`src/rtl/elrf_pkg.sv`:
```
// Shared types and constants for the event log ring framer.
// Used by every module of the block except elrf_ram; depends on nothing.
package elrf_pkg;

  localparam int unsigned ENTRY_COUNT = 256;
  localparam int unsigned PTR_W       = $clog2(ENTRY_COUNT);
  localparam int unsigned ENTRY_W     = 64;

  localparam int unsigned FRAME_LEN   = 10;
  localparam int unsigned IDX_W       = $clog2(FRAME_LEN);
  localparam logic [7:0]  FRAME_HEAD  = 8'hAA;

  localparam int unsigned QUEUE_DEPTH = 4;
  localparam int unsigned QPTR_W      = $clog2(QUEUE_DEPTH);
  localparam int unsigned QLVL_W      = $clog2(QUEUE_DEPTH + 1);

  localparam logic [31:0] HB_PERIOD_RST = 32'd1000;
  localparam logic [7:0]  HB_TYPE_RST   = 8'd0;

  typedef enum logic [1:0] {
    MODE_LOG   = 2'd0,
    MODE_DRAIN = 2'd1,
    MODE_TICK  = 2'd2
  } mode_e;

  typedef enum logic {
    CFG_HB_PERIOD = 1'b0,
    CFG_HB_TYPE   = 1'b1
  } cfg_idx_e;

  typedef struct packed {
    logic [1:0]         mode;
    logic [7:0]         event_type;
    logic signed [15:0] value_first;
    logic signed [15:0] value_second;
    logic [31:0]        time_ms;
  } in_item_t;

  typedef struct packed {
    logic [7:0] frame_byte;
    logic       last_of_frame;
    logic       ring_empty;
    logic       overflow_seen;
  } out_item_t;

  // One drain request as seen by the serializer
  typedef struct packed {
    logic [ENTRY_W-1:0] entry;
    logic               empty;
    logic               ovf;
  } drain_cmd_t;

endpackage

```
`src/rtl/elrf_queue.sv`:
```
// Short FIFO of drain requests between the front end and the serializer.
// Depends on elrf_pkg.
module elrf_queue (
  input  logic                        clk_i,
  input  logic                        rst_ni,
  input  logic                        push_i,
  input  elrf_pkg::drain_cmd_t        push_cmd_i,
  input  logic                        pop_i,
  output elrf_pkg::drain_cmd_t        head_o,
  output logic                        nonempty_o,
  output logic [elrf_pkg::QLVL_W-1:0] level_o
);
  import elrf_pkg::*;

  drain_cmd_t         slot_q [QUEUE_DEPTH];
  logic [QPTR_W-1:0]  wr_q, rd_q;
  logic [QLVL_W-1:0]  level_q;

  always_ff @(posedge clk_i) begin
    if (push_i) begin
      slot_q[wr_q] <= push_cmd_i;
    end
  end

  always_ff @(posedge clk_i or negedge rst_ni) begin
    if (!rst_ni) begin
      wr_q    <= '0;
      rd_q    <= '0;
      level_q <= '0;
    end else begin
      if (push_i) begin
        wr_q <= wr_q + 1'b1;
      end
      if (pop_i) begin
        rd_q <= rd_q + 1'b1;
      end
      level_q <= level_q + QLVL_W'(push_i) - QLVL_W'(pop_i);
    end
  end

  assign head_o     = slot_q[rd_q];
  assign nonempty_o = (level_q != '0);
  assign level_o    = level_q;

  a_no_overrun: assert property (
    @(posedge clk_i) disable iff (!rst_ni)
    push_i |-> (level_q < QLVL_W'(QUEUE_DEPTH)) || pop_i
  ) else $error("queue overrun");

  a_no_underrun: assert property (
    @(posedge clk_i) disable iff (!rst_ni) pop_i |-> nonempty_o
  ) else $error("queue underrun");

  a_level_bound: assert property (
    @(posedge clk_i) disable iff (!rst_ni) level_q <= QLVL_W'(QUEUE_DEPTH)
  ) else $error("queue level out of range");

endmodule

```
`config.mk`:
```
export PLATFORM = sky130hd
export DESIGN_NAME = elrf_queue
export DESIGN_NICKNAME = d
export VERILOG_FILES = /design/src/rtl/elrf_pkg.sv /design/src/rtl/elrf_queue.sv
export SDC_FILE = /design/constraint.sdc
export NUM_CORES = 1
export LEC_CHECK = 0
export ABC_AREA = 1
export BUFFER_PORTS_ARGS = -buffer_cell sky130_fd_sc_hd__buf_4
export CAP_MARGIN = 20
export CORE_UTILIZATION = 45
export CTS_CLUSTER_DIAMETER = 80
export CTS_CLUSTER_SIZE = 20
export DETAILED_ROUTE_END_ITERATION = 10
export GPL_TIMING_DRIVEN = 0
export SYNTH_ARGS = -nofsm -noshare
export SYNTH_HDL_FRONTEND = slang
export SYNTH_SLANG_ARGS = --single-unit
export TNS_END_PERCENT = 20
```
`constraint.sdc`:
```
create_clock -name clk_i -period 2.65 [get_ports clk_i]
set_input_delay 0.53 -clock clk_i [delete_from_list [all_inputs] [get_ports clk_i]]
set_output_delay 0.53 -clock clk_i [all_outputs]
set_load 0.01 [all_outputs]
```
==> results.cfg <==
[synthesis]
synth.area.top_cells = edfxtp_1 (69%), nand2_1 (11%), inv_1 (9.0%)
syn_avg_cell_area_um2 = 10.63
syn_inst = 1079
ys_warn_count = 0
seq_area_frac_synth = 0.7067
synthesis.area_um2 = 11470
yosysTopAreaCellShare = 0.6914
yosys_most_used_dff = edfxtp_1
synth_common_cells = nand2_1 (341), inv_1 (276), edfxtp_1 (264)
synth_edf_count = 264
synth_top_area_cell = edfxtp_1
synthMostInstantiatedCell = nand2_1
ys_ff_latch = 271
synth_cell_types = 14
synthArstFlopShare = 0.02583
syn_nets = 1156

[placement]
postPlaceCellArea_um2 = 13030
gp_congestion = 0.7060
portBuffers = 139
place_hpwl_um = 14660

[power]
seqPwrFrac = 0.405
p_per_area_nw_per_um2 = 1056
leakage_nw = 6.304
p_sw_frac = 0.3661
p_sw_mw = 5.219
vdd_drop_max_uv = 827.6
comb_power_share = 0.419
p_int_mw = 9.036
pwr-share-clk = 0.176

[critical_path]
cp_max_fo = 10
ff2ff_setup_slack_ns = 0.82
endpoint_kind = output port
cp-start-kind = flip-flop
cp.required_ns = 2.12
arrival_ns = 2.00
crit_type = reg2out

[timing]
slew_violations = 0
worst_slew_pin_slew_ns = 0.6103
hold_viol = 0
fmax_ghz = 0.3955
rsz0062_at_grt = false
setup-violations-final = 0
clock_skew_ns = 0.01325
fin_crit_sh = 0.9542
layout_min_cycle_time_ns = 2.529
max-slew-margin-rel = 0.5932

[hold_path]
hold_class = in2reg

[detailed_routing]
via_count = 7151
ant_nets = 0
viasPerCell = 4.532
drt-total-wl_um = 23750
drc = 0
drt-initial-drc-count = 403
wl_per_cell_um = 15.05
drt-pass1-iter-count = 5

[floorplanning]
fp-row-count = 58
dieArea_um2 = 26120
die_x_um = 161.6
io-pin-count = 140
die_h_um = 161.6
core_area_um2 = 25110
start_util = 0.4566

[clocking]
clockBufferDepth = 3
cts_resized = 0
clk_latency_ns = 0.49
path_clk_slew_ns = 0.08
h-tree-depth = 1
cts_tree = done
cts.sinks = 271
cts_root_buffer = clkbuf_16
cts-buffers-inserted = 17

[global_route]
gr-total-overflow = 0
antenna_found_initial = 0
grt_usage = 0.1886
grt_pass1_vias = 6997
grt_max_degree = 58
grt_pass1_wl_um = 37330

[cells_and_area]
drive_gt1_frac = 0.1627
area_growth_pct = 17.77
nets = 1319
final_util = 0.5378
num_antenna_cells = 0
final_cell_area_um2 = 13500

[flow_run]
cap_violations = 0

[status]
status = finished clean
[worst paths after layout]
kind / cells past startpoint / startpoint / to
max: 6 / rd_q[1] / head_o[54]
min: 1 / push_cmd_i[27] / slot_q[2][27]
max reg2reg: 5 / wr_q[0] / slot_q[2][40]
min reg2reg: 2 / level_o[2] / level_o[2]
max in group asynchronous: 2 / rst_ni / level_o[2]
min in group asynchronous: 2 / rst_ni / level_o[1]
[cell families (layout without fill, tap and decap cells)]
| kind of cell | Yosys count | in the layout | synth area share |
|---|---|---|---|
| and+or+nand+nor | 475 | 475 | 0.1701 |
| buffers and inverters | 322 | 491 | 0.1122 |
| DFF | 271 | 271 | 0.7067 |
| adders and majority gates | 7 | 7 | 0.008293 |
| xor gates and xnor gates | 3 | 3 | 0.002292 |
| AOI/OAI and AO/OA | 1 | 1 | 0.0004361 |
[final cells by class]
class,instances,area [um^2]
clock inverter,2,17.52
multi-input combinational,486,2077
timing repair buffer,144,1149
fill,2217,11610
inverter,278,1054
buffer,44,242.7
tap,330,412.9
clock buffer,23,447.9
sequential,271,8103
[power by group through the flow]
stage / Combinational [mW] / Sequential (mW) / Clock [mW]
final: 5.97 / 5.77 / 2.51
after global routing: 6.67 / 5.84 / 2.73
after CTS: 6.09 / 5.78 / 2.58
after detailed placement: 6.07 / 5.87 / 0
after global placement: 5.89 / 5.95 / 0
after floorplan: 3.32 / 5.89 / 0
[cell usage in the layout, fill, tap and decap left out, types with 4 or more instances in the layout]
cell type,synthesis,layout
clkbuf_16,0,17
inv_1,276,272
buf_2,23,23
ha_1,6,6
nand3_1,134,134
buf_4,11,150
inv_4,0,4
dfrtp_1,7,7
edfxtp_1,264,264
nand2_1,341,341
clkbuf_1,9,15
[metrics by stage]
stage	TNS [ns]	hold WS [ns]	setup slack, ns	power [mW]	cells
6_report	0	0.2201	0.1212	14.26	1578
5_1_grt	0	0.1945	0.001822	15.24	1578
4_1_cts	0	0.1963	0.08779	14.45	1578
3_5_place_dp	0	0.3569	0.5184	11.94	1552
3_3_place_gp	-291.41	0.3547	-1.160	11.84	1548
2_1_floorplan	0	0.2344	0.1224	9.213	1079
[registers in the layout (all words and copies together), names as in the netlist]
register  count
level_o       3
wr_q          2
rd_q          2
slot_q      264
[layer usage]
layer,vias up,track usage,wire length [um],part of all wire
met4,0,0.04846,480,0.020
li1,3665,-,-,-
met2,127,0.3323,11830,0.50
met1,3331,0.2448,10430,0.44
met3,28,0.02619,1019,0.043
met5,-,0,0,0
[repair_timing]
item	CTS	global route
hold buffers	1	0
buffers inserted	0	0
hold endpoints to repair	7	0
[worst max-delay path: stages (launching register included)]
cell and delay [ns]:
dfrtp_1 0.42, inv_2 0.11, buf_2 0.29, buf_2 0.32
nand3_1 0.11, nand2_1 0.11, buf_4 0.13
(Power assumes the default switching activity.)
