===== config.mk =====
export PLATFORM = sky130hd
export DESIGN_NAME = elrf_back
export DESIGN_NICKNAME = d
export VERILOG_FILES = /design/src/rtl/elrf_pkg.sv /design/src/rtl/elrf_back.sv
export SDC_FILE = /design/constraint.sdc
export NUM_CORES = 1
export LEC_CHECK = 0
export BUFFER_PORTS_ARGS = -buffer_cell sky130_fd_sc_hd__buf_2
export CORE_ASPECT_RATIO = 1.75
export CORE_MARGIN = 1.5
export CORE_UTILIZATION = 51
export CTS_BUF_LIST = sky130_fd_sc_hd__clkbuf_4
export DETAILED_ROUTE_END_ITERATION = 10
export HOLD_SLACK_MARGIN = 0.06
export PLACE_DENSITY = 0.78
export RECOVER_POWER = 50
export REMOVE_ABC_BUFFERS = 1
export SYNTH_ARGS = -nofsm -noshare
export SYNTH_HDL_FRONTEND = slang
export SYNTH_SLANG_ARGS = --single-unit

===== constraint.sdc =====
create_clock -name clk_i -period 5.33 [get_ports clk_i]
set_clock_uncertainty 0.2 [all_clocks]
set_input_delay 1.066 -clock clk_i [delete_from_list [all_inputs] [get_ports clk_i]]
set_output_delay 1.066 -clock clk_i [all_outputs]
set_load 0.02 [all_outputs]

===== src/rtl/elrf_pkg.sv =====
// Shared types and constants for the event log ring framer.
// Used by every module of the block except elrf_ram; depends on nothing.
package elrf_pkg;

  localparam int unsigned ENTRY_COUNT = 256;
  localparam int unsigned PTR_W       = $clog2(ENTRY_COUNT);
  localparam int unsigned ENTRY_W     = 64;

  localparam int unsigned FRAME_LEN   = 10;
  localparam int unsigned IDX_W       = $clog2(FRAME_LEN);
  localparam logic [7:0]  FRAME_HEAD  = 8'hAA;

  localparam int unsigned QUEUE_DEPTH = 4;
  localparam int unsigned QPTR_W      = $clog2(QUEUE_DEPTH);
  localparam int unsigned QLVL_W      = $clog2(QUEUE_DEPTH + 1);

  localparam logic [31:0] HB_PERIOD_RST = 32'd1000;
  localparam logic [7:0]  HB_TYPE_RST   = 8'd0;

  typedef enum logic [1:0] {
    MODE_LOG   = 2'd0,
    MODE_DRAIN = 2'd1,
    MODE_TICK  = 2'd2
  } mode_e;

  typedef enum logic {
    CFG_HB_PERIOD = 1'b0,
    CFG_HB_TYPE   = 1'b1
  } cfg_idx_e;

  typedef struct packed {
    logic [1:0]         mode;
    logic [7:0]         event_type;
    logic signed [15:0] value_first;
    logic signed [15:0] value_second;
    logic [31:0]        time_ms;
  } in_item_t;

  typedef struct packed {
    logic [7:0] frame_byte;
    logic       last_of_frame;
    logic       ring_empty;
    logic       overflow_seen;
  } out_item_t;

  // One drain request as seen by the serializer
  typedef struct packed {
    logic [ENTRY_W-1:0] entry;
    logic               empty;
    logic               ovf;
  } drain_cmd_t;

endpackage


===== src/rtl/elrf_back.sv =====
// Back end: serializes one drain request into a ten-byte frame or an empty marker.
// Depends on elrf_pkg.
module elrf_back (
  input  logic                   clk_i,
  input  logic                   rst_ni,
  input  elrf_pkg::drain_cmd_t   head_i,
  input  logic                   nonempty_i,
  output logic                   pop_o,
  output logic                   out_valid_o,
  input  logic                   out_ready_i,
  output elrf_pkg::out_item_t    out_data_o
);
  import elrf_pkg::*;

  drain_cmd_t       cmd_q;
  logic             active_q;
  logic [IDX_W-1:0] idx_q;
  logic             last, out_fire;
  logic [2:0]       bsel;
  logic [7:0]       csum, body;

  assign last     = cmd_q.empty || (idx_q == IDX_W'(FRAME_LEN - 1));
  assign out_fire = active_q && out_ready_i;
  assign pop_o    = nonempty_i && (!active_q || (out_fire && last));
  assign bsel     = 3'(idx_q - 1'b1);
  assign body     = cmd_q.entry[{bsel, 3'b000} +: 8];

  always_comb begin
    csum = '0;
    for (int i = 0; i < 8; i++) begin
      csum = csum ^ cmd_q.entry[i*8 +: 8];
    end
  end

  always_ff @(posedge clk_i) begin
    if (pop_o) begin
      cmd_q <= head_i;
    end
  end

  always_ff @(posedge clk_i or negedge rst_ni) begin
    if (!rst_ni) begin
      active_q <= 1'b0;
      idx_q    <= '0;
    end else if (pop_o) begin
      active_q <= 1'b1;
      idx_q    <= '0;
    end else if (out_fire) begin
      if (last) begin
        active_q <= 1'b0;
      end else begin
        idx_q <= idx_q + 1'b1;
      end
    end
  end

  always_comb begin
    if (cmd_q.empty) begin
      out_data_o.frame_byte = '0;
    end else if (idx_q == '0) begin
      out_data_o.frame_byte = FRAME_HEAD;
    end else if (idx_q == IDX_W'(FRAME_LEN - 1)) begin
      out_data_o.frame_byte = csum;
    end else begin
      out_data_o.frame_byte = body;
    end
    out_data_o.last_of_frame = last;
    out_data_o.ring_empty    = cmd_q.empty;
    out_data_o.overflow_seen = cmd_q.ovf;
  end

  assign out_valid_o = active_q;

  a_idx_range: assert property (
    @(posedge clk_i) disable iff (!rst_ni) active_q |-> idx_q < IDX_W'(FRAME_LEN)
  ) else $error("frame index out of range");

  a_empty_single: assert property (
    @(posedge clk_i) disable iff (!rst_ni)
    (active_q && cmd_q.empty) |-> (idx_q == '0) && last
  ) else $error("empty marker spans more than one transfer");

endmodule


==> key figures, run 1 <==
Finish
  – Reg area: 0.00211 mm^2
  – Commonest non-fill, non-tap cells in the layout: 78 x buf_2, 66 x edfxtp_1, 52 x xnor2_1
  – # fillers: 536
  – NumNets Final: 384
  – Post-route cell area: 0.00405 mm^2
  – Non-Filler Instances: 398
  – Commonest non-fill, non-tap cell in the layout: buf_2
  – Proportion of layout cells with a drive suffix above 1: 35.9%
  – Area grow syn2layout: 15.8%
  – Multi-input gate area: 0.00128 mm^2

Clock network
  – Clock root buffer: clkbuf_4
  – CTS tree: built
  – CTS hold repair buffers: 0
  – CTS sink count: 71
  – Htree depth: 3
  – Setup bufs post-CTS: 0
  – Post-CTS Resized: 0
  – Num CTS Buffers: 9
  – Clock transition at path regs: 110 ps
  – Clock Latency Late Sink: 420 ps
  – Clock buffer depth: 2

Global routing
  – GRT Total Usage: 18.6%
  – Initial antenna violation count: 1
  – Vias in the first global route: 2151
  – First-pass GRT wire length: 9850 um
  – Gr ovfl total: 0
  – Largest net degree at the start of global routing: 67

Logic synthesis
  – Ys async rst share: 7.04%
  – Sequential cell area fraction in the yosys report: 60.3%
  – #FFs+latches synth: 71
  – Yosys top cell by area: edfxtp_1
  – Synth top area share: 56.7%
  – Number of flops mapped to enable cells by yosys: 66
  – Dominant synthesized flop cell: edfxtp_1
  – Synth cell types: 28
  – Mapped Cells: 226
  – Synth Warn #: 0
  – Dominant cells by area after synthesis: edfxtp_1 57%, xnor2_1 13%, mux4_2 7.7%, mux2i_1 4.9%, dfrtp_1 3.6%
  – Cell Area, Synth: 0.00350 mm^2
  – Mean Syn Cell Area: 15.5 um^2

Floorplan
  – Core area: 0.00659 mm^2
  – Initial Util: 53.1%
  – Die width: 65.6 um
  – Vert. Die Dim: 113 um
  – Top Ports: 83
  – Total die area: 0.00738 mm^2
  – Num rows: 39

Run
  – Max-Cap Viols: 0

Placed design
  – Placed instance area: 0.00395 mm^2
  – Dpl hpwl: 4610 um
  – Placed cell count: 382
  – Buffers added on ports: 82
  – GP Congestion: 0.819

Detailed routing
  – Vias: 2088
  – Detail Route Antenna Nets: 0
  – DRT iter0 DRCs: 89
  – Final wirelength: 6160 um
  – Avg WL per Cell: 15.5 um
  – # DRC: 0
  – Vias per inst: 5.25
  – First drt pass iteration count: 4

STA
  – F_max: 205 MHz
  – Worst rel slew slack: 46.0%
  – Tcrit/Tclk final: 91.5%
  – Crit path time final: 4880 ps
  – Final Hold Fails: 0
  – RSZ-0062 raised after global routing: false
  – Setup violations, final: 0
  – Setup TNS Final: 0 ps
  – Worst slew pin tran: 809 ps
  – Count of pins over their slew limit: 0

Hold path
  – HP Class: input pin to async pin

Critical path
  – Reg2reg start: idx_q[0]
  – Setup crit start: idx_q[0]
  – Slowest CP cell: dfrtp_1
  – Req. time, crit path: 4060 ps
  – CP Launch Type: flip-flop
  – CP max FO: 13
  – Worst-path cell chain: inv_2 -> ha_1 -> buf_4 -> mux2i_1 -> mux4_2 -> and2_1 -> a211oi_1 -> buf_2
  – Critical path type: flip-flop to output port
  – CP peak stage delay: 780 ps
  – Critical Path Sink Type: output port
  – Arrival time of the worst setup path: 3610 ps

Status
  – Status: completed

Power and ir drop
  – Peak supply drop: 181 uV
  – Cell leakage power: 1.53 nW
  – P per Cell Area: 338 mW/mm^2
-- worst paths after layout --
check | to | slack, ps | depth (start not counted)
worst min-delay path | idx_q[3] | 300 | 1
min in group clk_i | idx_q[1] | 390 | 1
worst max register to register | cmd_q[20] | 2180 | 6
max in group asynchronous | idx_q[0] | 4390 | 1
worst max-delay path | out_data_o[9] | 450 | 8
worst min register to register | idx_q[1] | 390 | 1
-- power breakdown --
group	internal, mW	switching (mW)	leakage (nW)
Combinational	0.217	0.197	0.790
Sequential	0.647	0.0303	0.678
Clock	0.113	0.164	0.0653
Total	0.977	0.392	1.53
-- worst max-delay path, delay by kind of cell (launching register included) --
family	cells	cell delay [ps]
multiplexers	2	570
buffers and inverters	3	750
AO/OA/AOI/OAI	1	150
flip-flops	1	780
adder cells (fa/ha/maj)	1	760
AND/OR/NAND/NOR	1	170
-- sequential cells by signal, indices dropped and copies added, names as in the netlist --
register	flops
idx_q	4
out_valid_o	1
out_data_o	2
cmd_q	64
-- metal layers --
| metal | global-route usage [%] | part of all wire, % | vias up |
|---|---|---|---|
| met5 | 0 | 0 | - |
| met4 | 9.86 | 3.0 | 0 |
| met3 | 6.21 | 5.4 | 11 |
| met2 | 32.1 | 56 | 74 |
| met1 | 19.5 | 36 | 993 |
| li1 | - | - | 1010 |
-- cell families after synthesis --
group / after synthesis / synth area share (%)
DFF: 71 / 60.3
xor gates and xnor gates: 57 / 14.3
muxes: 29 / 12.6
and+or+nand+nor: 28 / 4.15
AOI/OAI and AO/OA: 21 / 4.51
buffers and inverters: 17 / 3.15
adders and majority gates: 3 / 1.07
-- stage by stage --
| stage | utilization, % | hold slack, ps | power (mW) | setup WS [ps] |
|---|---|---|---|---|
| 2_1_floorplan | - | 316 | 1.00 | 962 |
| 4_1_cts | 61.5 | 204 | 1.39 | 350 |
| 3_3_place_gp | 59.9 | 349 | 1.10 | 924 |
| 5_1_grt | 61.5 | 289 | 1.44 | 97.1 |
| 3_5_place_dp | 59.9 | 348 | 1.11 | 846 |
| 6_report | 61.5 | 298 | 1.37 | 451 |
-- synthesized netlist by cell type, drive strengths merged (4+ instances only) --
cell and count:
a211oi 4, and2 5, buf 7, clkbuf 4, dfrtp 5, edfxtp 66, inv 6, mux2i 17
mux4 12, nand2 12, nand2b 5, o221a 4, xnor2 52, xor2 5
-- final cells by class --
class / count / share of cell area [%]
multi-input cells: 138 / 31.6
clock buffers: 13 / 2.41
clock inverters: 2 / 0.216
diodes: 1 / 0.0618
flip-flops and latches: 71 / 52.0
repair buffers: 85 / 10.6
well taps: 82 / 2.53
inverters: 6 / 0.556
(Power assumes the default switching activity.)
==> run 2, diff against run 1 <==
- CORE_MARGIN: 1.5 -> unset
- REMOVE_ABC_BUFFERS: 1 -> unset
==> key figures, run 2 (synthesized netlist as in run 1, its figures left out) <==
Status
  – Status: completed

Critical path
  – Reg2reg start: idx_q[0]
  – Reg2reg end: cmd_q[56]
  – CP max FO: 16 (+3)
  – Reg2reg setup slack: 2250 ps (+70 ps)
  – Arrival time of the worst setup path: 3540 ps (-70 ps)
  – Critical path type: flip-flop to output port
  – Worst Reg-to-Reg Cells: 6 (unchanged)
  – Req. time, crit path: 4060 ps (about the same)
  – Critical Path Sink Type: output port
  – CP Launch Type: flip-flop

Placed design
  – Buffers added on ports: 82 (unchanged)
  – GP Congestion: 0.778 (-5.0%)
  – Dpl hpwl: 4540 um (-1.5%)

Global routing
  – Vias in the first global route: 2144 (-0.33%)
  – First-pass GRT wire length: 9680 um (-1.7%)
  – Initial antenna violation count: 0 (-1)
  – Largest net degree at the start of global routing: 67 (unchanged)
  – Gr ovfl total: 0 (unchanged)
  – GRT Total Usage: 18.8% (+0.17 points)

Power and ir drop
  – P per Cell Area: 352 mW/mm^2 (+4.2%)
  – Cell leakage power: 1.54 nW (+0.71%)
  – Peak supply drop: 288 uV (+60%)

Detailed routing
  – Avg WL per Cell: 15.0 um (-2.8%)
  – Vias: 2082 (-0.29%)
  – Detail Route Antenna Nets: 0 (unchanged)
  – Final wirelength: 5960 um (-3.3%)
  – DRT iter0 DRCs: 101 (+13%)
  – # DRC: 0 (unchanged)
  – First drt pass iteration count: 4 (unchanged)
  – Vias per inst: 5.26 (+0.22%)

STA
  – Setup TNS Final: 0 ps (unchanged)
  – Tcrit/Tclk final: 90.2% (-1.4 points)
  – RSZ-0062 raised after global routing: false
  – Count of pins over their slew limit: 0 (unchanged)
  – Final Hold Fails: 0 (unchanged)
  – Setup violations, final: 0 (unchanged)
  – Crit path time final: 4810 ps (-73.0 ps)
  – Worst rel slew slack: 39.6% (-6.4 points)
  – F_max: 208 MHz (+1.5%)
  – Worst slew pin tran: 902 ps (+93.0 ps)

Floorplan
  – Vert. Die Dim: 112 um (-0.89%)
  – Num rows: 39 (unchanged)
  – Die width: 64.6 um (-1.5%)
  – Core area: 0.00659 mm^2 (unchanged)
  – Total die area: 0.00721 mm^2 (-2.4%)
  – Top Ports: 83 (unchanged)
  – Initial Util: 53.1% (unchanged)

Clock network
  – CTS sink count: 71 (unchanged)
  – Setup bufs post-CTS: 0 (unchanged)
  – Post-CTS Resized: 0 (unchanged)
  – Clock buffer depth: 2 (unchanged)
  – Num CTS Buffers: 9 (unchanged)
  – Clock Latency Late Sink: 410 ps (about the same)
  – Htree depth: 3 (unchanged)
  – Clock transition at path regs: 110 ps (about the same)
  – CTS hold repair buffers: 0 (unchanged)
  – Clock root buffer: clkbuf_4
  – CTS tree: built

Logic synthesis
  – Syn Nets: 299

Finish
  – Commonest non-fill, non-tap cells in the layout: 77 x buf_2, 66 x edfxtp_1, 52 x xnor2_1
  – Commonest non-fill, non-tap cell in the layout: buf_2
  – Max reg flops: 64 (unchanged)
  – # diodes: 0 (-1)
  – Proportion of layout cells with a drive suffix above 1: 35.4% (-0.52 points)
  – NumNets Final: 383 (-0.26%)
  – Reg with most FFs: cmd_q
  – Area grow syn2layout: 16.7%
  – Post-layout util: 62.0% (+0.47 points)

Hold path
  – HP Class: input pin to async pin

Run
  – Max-Cap Viols: 0 (unchanged)
==> run 2: changes by cell type in the layout (fill, tap and decap cells not counted), sizes merged <==
cell	previous run	this run
clkinv	2	3
clkbuf	17	15
diode	1	0
bufinv	0	2
buf	81	79
==> run 2: metal layers <==
layer,vias to the layer above,GRT usage [%],wire (um)
met2,58,35.4,3560
met4,0,11.0,159
met5,-,0,0
met1,1005,17.6,2000
met3,12,4.30,236
li1,1007,-,-
==> run 2: report_power, final <==
group          internal, mW  total [mW]  switching, mW
registers             0.647       0.677         0.0306
logic                 0.213       0.402          0.190
clock network         0.190       0.358          0.167
==> run 2: how the worst max path moves through the flow <==
stage / endpoint / slack [ps] / cells after the start / startpoint
finish: out_data_o[9] / 520 / 8 / idx_q[0]
global placement: out_data_o[9] / 990 / 8 / idx_q[0]
floorplan: pop_o / 1170 / 3 / out_ready_i
global route: out_data_o[5] / 190 / 8 / idx_q[0]
detailed placement: out_data_o[3] / 900 / 8 / idx_q[0]
CTS: out_data_o[3] / 400 / 8 / idx_q[0]
==> run 2: through the flow <==
step	cells	hold slack, ps	total power, mW	instance area (um^2)	setup slack, ps
after floorplan	226	316	1.03	3500	1170
after global placement	381	358	1.09	3940	991
after detailed placement	381	368	1.10	3940	899
after CTS	396	201	1.46	4090	397
after global routing	396	285	1.51	4080	192
final	396	288	1.44	4080	524
==> run 2: cell type report <==
| class | count | area [um^2] |
|---|---|---|
| fill | 553 | 2510 |
| sequential | 71 | 2110 |
| multi-input combinational | 138 | 1280 |
| timing repair buffer | 84 | 419 |
| tap | 82 | 103 |
| clock buffer | 10 | 75.1 |
| clock inverter | 5 | 73.8 |
| inverter | 6 | 22.5 |
==> run 2: worst max-delay path: stages, from the launching register on <==
cell,delay (ps)
dfrtp_1,790
inv_2,220
ha_1,600
buf_4,360
mux2i_1,110
mux4_2,460
and2_1,170
a211oi_1,200
buf_2,210
